==> src/rmfh_pkg.sv <==
// ----------------------------------------------------------------------------
// rmfh_pkg
// Shared types and constants for the recursive mutex with FIFO handoff.
// ----------------------------------------------------------------------------
package rmfh_pkg;

    localparam int TASK_W    = 6;
    localparam int TASK_COUNT = 64;

    localparam logic CMD_LOCK   = 1'b0;
    localparam logic CMD_UNLOCK = 1'b1;

    typedef enum logic [3:0] {
        OC_ACQUIRED    = 4'd0,
        OC_RECURSED    = 4'd1,
        OC_QUEUED      = 4'd2,
        OC_DECREMENTED = 4'd3,
        OC_FREED       = 4'd4,
        OC_HANDOFF     = 4'd5,
        OC_NOT_OWNER   = 4'd6,
        OC_QUEUE_FULL  = 4'd7,
        OC_SATURATED   = 4'd8
    } outcome_t;

    typedef struct packed {
        logic              command;
        logic [TASK_W-1:0] task_id;
    } req_t;

    typedef struct packed {
        outcome_t          outcome;
        logic              woken_valid;
        logic [TASK_W-1:0] woken_task;
        logic              is_locked;
        logic [TASK_W-1:0] owner_task;
        logic [7:0]        hold_depth;
        logic [6:0]        waiting_total;
    } rsp_t;

    // Broadcast from the controller to every queue cell.
    typedef struct packed {
        logic              push;
        logic              pop;
        logic [TASK_W-1:0] push_id;
    } cell_ctrl_t;

endpackage

==> src/recursive_mutex_fifo_handoff_top.sv <==
// ----------------------------------------------------------------------------
// recursive_mutex_fifo_handoff_top
// Recursive lock with a first-in first-out queue of waiting tasks.
// ----------------------------------------------------------------------------
// Usage:
//   req channel (req_valid/req_ready/req) carries one lock or unlock item
//   from a task; rsp channel (rsp_valid/rsp_ready/rsp) returns exactly one
//   result item per request: outcome code, woken task, and the owner, hold
//   depth and queue occupancy after the request.
//   The result is registered: a request accepted at edge N is offered on rsp
//   from edge N onward. Throughput is one item per cycle; req_ready stays
//   high while the result register is empty or being drained, so a stalled
//   receiver back-pressures the requester after one item.
//   The wait queue is a row of WAIT_DEPTH cells. The head is always cell 0,
//   a dequeue shifts every cell one place toward the head, and an enqueue
//   writes the cell selected by the fill count, so each request takes the
//   owner compare plus a single queue step.
//   Reset clears ownership, the hold count and the fill count; queue cells
//   hold no reset value and are only read once written. No sweep is needed.
// ----------------------------------------------------------------------------
module recursive_mutex_fifo_handoff_top #(
    parameter int WAIT_DEPTH = 64,
    parameter int MAX_HOLD   = 255
) (
    input  logic           clk,
    input  logic           rst_n,
    input  logic           req_valid,
    output logic           req_ready,
    input  rmfh_pkg::req_t req,
    output logic           rsp_valid,
    input  logic           rsp_ready,
    output rmfh_pkg::rsp_t rsp
);
    import rmfh_pkg::*;

    localparam int FILL_W = $clog2(WAIT_DEPTH + 1);
    localparam int CNT_W  = $clog2(MAX_HOLD + 1);

    // owner state
    logic              holder_valid_reg, holder_valid_next;
    logic [TASK_W-1:0] holder_id_reg, holder_id_next;
    logic [CNT_W-1:0]  hold_count_reg, hold_count_next;
    logic [FILL_W-1:0] fill_reg, fill_next;

    // result register
    logic rsp_valid_reg;
    rsp_t rsp_reg, rsp_next;

    logic       accept;
    logic       task_ok;
    logic       is_owner;
    outcome_t   outcome;
    logic       woken_valid;
    logic [TASK_W-1:0] woken_task;
    cell_ctrl_t ctrl;

    // queue cell outputs, cell 0 is the head
    logic [TASK_W-1:0] cell_id [WAIT_DEPTH];

    assign req_ready = !rsp_valid_reg || rsp_ready;
    assign accept    = req_valid && req_ready;
    assign task_ok   = 32'(req.task_id) < TASK_COUNT;
    assign is_owner  = holder_valid_reg && (holder_id_reg == req.task_id);

    always_comb
    begin
        holder_valid_next = holder_valid_reg;
        holder_id_next    = holder_id_reg;
        hold_count_next   = hold_count_reg;
        fill_next         = fill_reg;
        woken_valid       = 1'b0;
        woken_task        = '0;
        ctrl.push         = 1'b0;
        ctrl.pop          = 1'b0;
        ctrl.push_id      = req.task_id;
        outcome           = OC_NOT_OWNER;

        if (!task_ok)
        begin
            outcome = OC_NOT_OWNER;
        end
        else if (req.command == CMD_LOCK)
        begin
            if (!holder_valid_reg)
            begin
                holder_valid_next = 1'b1;
                holder_id_next    = req.task_id;
                hold_count_next   = CNT_W'(1);
                outcome           = OC_ACQUIRED;
            end
            else if (is_owner)
            begin
                if (hold_count_reg == CNT_W'(MAX_HOLD))
                begin
                    outcome = OC_SATURATED;
                end
                else
                begin
                    hold_count_next = hold_count_reg + CNT_W'(1);
                    outcome         = OC_RECURSED;
                end
            end
            else if (fill_reg == FILL_W'(WAIT_DEPTH))
            begin
                outcome = OC_QUEUE_FULL;
            end
            else
            begin
                ctrl.push = accept;
                fill_next = fill_reg + FILL_W'(1);
                outcome   = OC_QUEUED;
            end
        end
        else
        begin
            if (!is_owner)
            begin
                outcome = OC_NOT_OWNER;
            end
            else if (hold_count_reg > CNT_W'(1))
            begin
                hold_count_next = hold_count_reg - CNT_W'(1);
                outcome         = OC_DECREMENTED;
            end
            else if (fill_reg == '0)
            begin
                holder_valid_next = 1'b0;
                holder_id_next    = '0;
                hold_count_next   = '0;
                outcome           = OC_FREED;
            end
            else
            begin
                // hand the lock to the head waiter
                ctrl.pop        = accept;
                woken_valid     = 1'b1;
                woken_task      = cell_id[0];
                holder_id_next  = cell_id[0];
                hold_count_next = CNT_W'(1);
                fill_next       = fill_reg - FILL_W'(1);
                outcome         = OC_HANDOFF;
            end
        end

        rsp_next.outcome       = outcome;
        rsp_next.woken_valid   = woken_valid;
        rsp_next.woken_task    = woken_task;
        rsp_next.is_locked     = holder_valid_next;
        rsp_next.owner_task    = holder_valid_next ? holder_id_next : '0;
        rsp_next.hold_depth    = holder_valid_next ? 8'(hold_count_next) : 8'd0;
        rsp_next.waiting_total = 7'(fill_next);
    end

    // wait queue: a row of cells shifting toward the head on a pop
    for (genvar i = 0; i < WAIT_DEPTH; i++)
    begin : g_cell
        logic [TASK_W-1:0] right_id;
        if (i + 1 < WAIT_DEPTH)
        begin : g_mid
            assign right_id = cell_id[i+1];
        end
        else
        begin : g_last
            assign right_id = cell_id[i];
        end

        rmfh_cell #(
            .FILL_W (FILL_W),
            .INDEX  (i)
        ) u_cell (
            .clk     (clk),
            .ctrl    (ctrl),
            .fill    (fill_reg),
            .next_id (right_id),
            .id      (cell_id[i])
        );
    end

    always_ff @(posedge clk or negedge rst_n)
    begin
        if (!rst_n)
        begin
            holder_valid_reg <= 1'b0;
            holder_id_reg    <= '0;
            hold_count_reg   <= '0;
            fill_reg         <= '0;
            rsp_valid_reg    <= 1'b0;
        end
        else
        begin
            if (accept)
            begin
                holder_valid_reg <= holder_valid_next;
                holder_id_reg    <= holder_id_next;
                hold_count_reg   <= hold_count_next;
                fill_reg         <= fill_next;
                rsp_valid_reg    <= 1'b1;
            end
            else if (rsp_ready)
            begin
                rsp_valid_reg <= 1'b0;
            end
        end
    end

    always_ff @(posedge clk)
    begin
        if (accept)
        begin
            rsp_reg <= rsp_next;
        end
    end

    assign rsp_valid = rsp_valid_reg;
    assign rsp       = rsp_reg;

endmodule

==> src/rmfh_cell.sv <==
// ----------------------------------------------------------------------------
// rmfh_cell
// One slot of the wait queue. On a pop it takes its right neighbor's task;
// on a push it loads the new task when the fill count points at it.
// ----------------------------------------------------------------------------
module rmfh_cell #(
    parameter int FILL_W = 7,
    parameter int INDEX  = 0
) (
    input  logic                                clk,
    input  rmfh_pkg::cell_ctrl_t                ctrl,
    input  logic [FILL_W-1:0]                   fill,
    input  logic [rmfh_pkg::TASK_W-1:0]         next_id,
    output logic [rmfh_pkg::TASK_W-1:0]         id
);
    import rmfh_pkg::*;

    logic [TASK_W-1:0] id_reg;
    logic [TASK_W-1:0] id_next;

    always_comb
    begin
        id_next = id_reg;
        if (ctrl.pop)
        begin
            id_next = next_id;
        end
        else if (ctrl.push && (fill == FILL_W'(INDEX)))
        begin
            id_next = ctrl.push_id;
        end
    end

    always_ff @(posedge clk)
    begin
        id_reg <= id_next;
    end

    assign id = id_reg;

endmodule
==> config.mk <==
export PLATFORM = sky130hd
export DESIGN_NAME = recursive_mutex_fifo_handoff_top
export DESIGN_NICKNAME = d
export VERILOG_FILES = /design/src/rmfh_pkg.sv /design/src/recursive_mutex_fifo_handoff_top.sv /design/src/rmfh_cell.sv
export SDC_FILE = /design/constraint.sdc
export NUM_CORES = 1
export LEC_CHECK = 0
export BUFFER_PORTS_ARGS = -buffer_cell sky130_fd_sc_hd__clkbuf_2
export CAP_MARGIN = 20
export CORE_MARGIN = 4
export CORE_UTILIZATION = 56
export CTS_CLUSTER_SIZE = 16
export DETAILED_ROUTE_END_ITERATION = 16
export PLACE_DENSITY = 0.74
export SYNTH_ARGS = -nofsm -noshare
export SYNTH_HDL_FRONTEND = slang
export SYNTH_SLANG_ARGS = --single-unit
==> constraint.sdc <==
create_clock -name clk -period 2.9 [get_ports clk]
set_clock_uncertainty 0.1 [all_clocks]
set_input_delay 0.435 -clock clk [delete_from_list [all_inputs] [get_ports clk]]
set_output_delay 0.435 -clock clk [all_outputs]
set_load 0.02 [all_outputs]
==> results.md <==
* CTS clk-pin slew, worst paths at about 0.070 ns
* Post-CTS setup buffer count at 0
* Max IR drop VDD at between 0.5 and 0.6 mV
* Inserted Diodes at 0
* PnR worst setup slack at 0.1078 ns
* Yosys Warn Count at 0
* Sequential area share after synthesis at ~68%
* DR WL/cell at around 22 µm
* Post-synth top flop: edfxtp_1
* Achievable frequency at between 300 and 400 MHz
* Routing usage on met2 at roughly 34%
* Critical path class: reg -> reg
* Final Max Slew Viols at 0
* Max FFs per register at around 380
* Syn avg cell area at 14.10 µm²
* Htree depth at 2
* # setup viols final at 0
* Tcrit/Tclk final at a little over nine tenths
* Layout cells sized above 1 at between 10% and 20%
* Leakage at slightly above 9 nW
* Clock Latency Late Sink at 0.55 ns
* Hold Crit Class: in -> reg
* Final min period at between 2 and 3 ns
* Initial antenna violation count at 0
* IO Count at 46
* Fillers at 2365
* GP Congestion at just over 0.9
* Core area at 33620 µm²
* Detailed Routing Iterations Pass 1 at 6
* Via count at roughly 11000
* Final hold vios at 0
* Root Buffer: clkbuf_16
* Final ANT Viol Nets at 0
* Nets at 1414
* Number of synthesized flops with an enable pin at between 400 and 500
* Tot GR Track Use at about 22%
* Wire length of the first global-routing pass at 63.87 mm
* Post-synthesis cell count at 1357
* P&R area growth vs syn at 13.55%
* Worst rel slew slack at 54.88%
* DRC violation count after routing at 0
* Clk sinks at 440
* RSZ-0062 raised after global routing: false
* Initial core utilization at a little under three fifths
* Slew @ Worst Pin at around 0.66 ns
* Die area at roughly 37000 µm²
* Vias/cell at about 6.1
* Met1 Track Usage GR at about 32%
* Area contributors post-synth: edfxtp_1, a21o_1, dfrtp_1
* Initial DRC Count at roughly 1100
* Largest net degree at the start of global routing at about 130
* Post-DP HPWL at 25.04 mm
* Mapped cell area at roughly 19000 µm²
* Die Wd at roughly 190 µm
* TritonCTS clock tree: built
* Clock buffer depth at 3
* Gr ovfl total at 0
* Yosys top cell area share at about 65%
* Post-synth top area cell: edfxtp_1
* Worst slack, placed at 0.03741 ns
* Fin Hold WS at ~0.077 ns
* M3 GR Usage at 3.745%
* Vias in the first global route at about 11000
* CTS buffer count at 43
* Worst EP arrival at 2.95 ns
* Crit path launch type: register
* Row count at 67
* Final wirelength at 40.72 mm
* Async SR Flop Fraction at ~5.2%
* Die H at 192.9 µm
* Yosys reg bits at 440
* Tot Pwr at 14.21 mW
* Port-buffer cells at between 40 and 50
* Status: complete, no violations
* CP Max Fanout at 32
* Mapped Nets at between 1000 and 1500
* Setup TNS at 0 ns
* Cell area power density at between 600 and 700 nW/µm²
* Critical Path RT at between 3 and 4 ns
* Post-synthesis cell type count at 66
* Maximum capacitance violations at 0
* Most Used Layer, Global Route: met2
* CP endpoint kind: register
==> repair_timing <==
item / 4_1_cts / 5_1_grt
setup endpoints to repair: 0 / 6
hold buffers: 2 / 0
hold endpoints to repair: 24 / 0
gates resized for setup: 0 / 1
==> metal layers <==
metal / vias to the layer above / part of all wire, %
met3: 80 / 6.6
met1: 5735 / 44
li1: 5230 / -
met2: 408 / 47
met4: 0 / 2.5
met5: - / 0
==> final timing paths <==
| check | from | to | slack (ns) | cells after the start |
|---|---|---|---|---|
| max | hold_count_reg[3]$_DFFE_PN0N_ | g_cell[38].u_cell.id[2]$_DFFE_PP_ | 0.11 | 8 |
| min | req[4] | g_cell[63].u_cell.id[4]$_DFFE_PP_ | 0.08 | 1 |
| max reg2reg | hold_count_reg[3]$_DFFE_PN0N_ | g_cell[38].u_cell.id[2]$_DFFE_PP_ | 0.11 | 8 |
| min reg2reg | g_cell[27].u_cell.id[3]$_DFFE_PP_ | g_cell[26].u_cell.id[3]$_DFFE_PP_ | 0.41 | 1 |
| max in group asynchronous | rst_n | hold_count_reg[4]$_DFFE_PN0N_ | 1.90 | 2 |
| min in group asynchronous | rst_n | rsp_valid$_DFFE_PN0P_ | 0.37 | 2 |
==> where the power goes <==
group,leakage (nW),total (mW),internal [mW],switching [mW]
combinational,4.38,1.43,0.520,0.914
sequential,4.04,7.14,7.08,0.0674
clock,0.683,5.63,3.23,2.40
==> cells in the mapped netlist, types with 9 or more instances <==
| cell type | count |
|---|---|
| a21o_1 | 378 |
| a21oi_1 | 25 |
| a31oi_1 | 9 |
| and3_1 | 10 |
| buf_2 | 50 |
| buf_6 | 33 |
| clkbuf_1 | 42 |
| dfrtp_1 | 23 |
| edfxtp_1 | 417 |
| inv_1 | 10 |
| mux2i_1 | 9 |
| nand2_1 | 55 |
| nand3_1 | 22 |
| nor2_1 | 42 |
| nor2b_1 | 10 |
| nor3_1 | 14 |
| o21ai_0 | 83 |
| xnor2_1 | 12 |
==> area by class of cell <==
cell class | instances | area [µm²] | share of cell area (%)
Multi-Input combinational cell | 777 | 5464 | 25.14
Clock buffer | 55 | 1204 | 5.539
Sequential cell | 440 | 13100 | 60.27
Clock inverter | 25 | 232.7 | 1.071
Tap cell | 448 | 560.5 | 2.579
Timing Repair Buffer | 124 | 1136 | 5.228
Inverter | 10 | 37.54 | 0.1727
==> critical path, stage by stage, from the launching register on <==
cell and delay (ns):
dfrtp_1 0.37, or4b_1 0.55, or3_4 0.39, or3_4 0.38, nor2_4 0.12, nand2_4 0.09, buf_12 0.19, o21ai_0 0.12
buf_4 0.19
==> kinds of logic (layout without fill, tap and decap cells) <==
kind of cell               after synthesis  after routing  synth area share [%]
muxes                                    9              9                0.4707
AOI/OAI and AO/OA                      548            548                 20.17
xor gates and xnor gates                15             15                0.6864
adders and majority gates                7              7                0.4576
DFF                                    440            440                 68.43
and+or+nand+nor                        198            198                 5.223
buffers and inverters                  140            214                 4.563
==> placed cells by master (no fill, tap or decap), drive strengths merged, types with 7 or more instances in the layout <==
master,instances
a21o,378
a21oi,25
a22oi,7
a31oi,9
and3,10
buf,77
clkbuf,100
clkinv,13
clkinvlp,8
dfrtp,23
edfxtp,417
ha,7
inv,11
mux2i,9
nand2,55
nand3,22
nand4,7
nor2,43
nor2b,10
nor3,16
o21ai,87
or3,7
xnor2,12
==> metrics by stage <==
stage / util (%) / cells / area [µm²]
global route: 64.65 / 1879 / 21730
global placement: 60.30 / 1797 / 20270
floorplan: - / 1357 / 19400
finish: 64.65 / 1879 / 21730
detailed placement: 60.30 / 1797 / 20270
CTS: 64.63 / 1879 / 21730
Power figures use the tool's default switching activity.
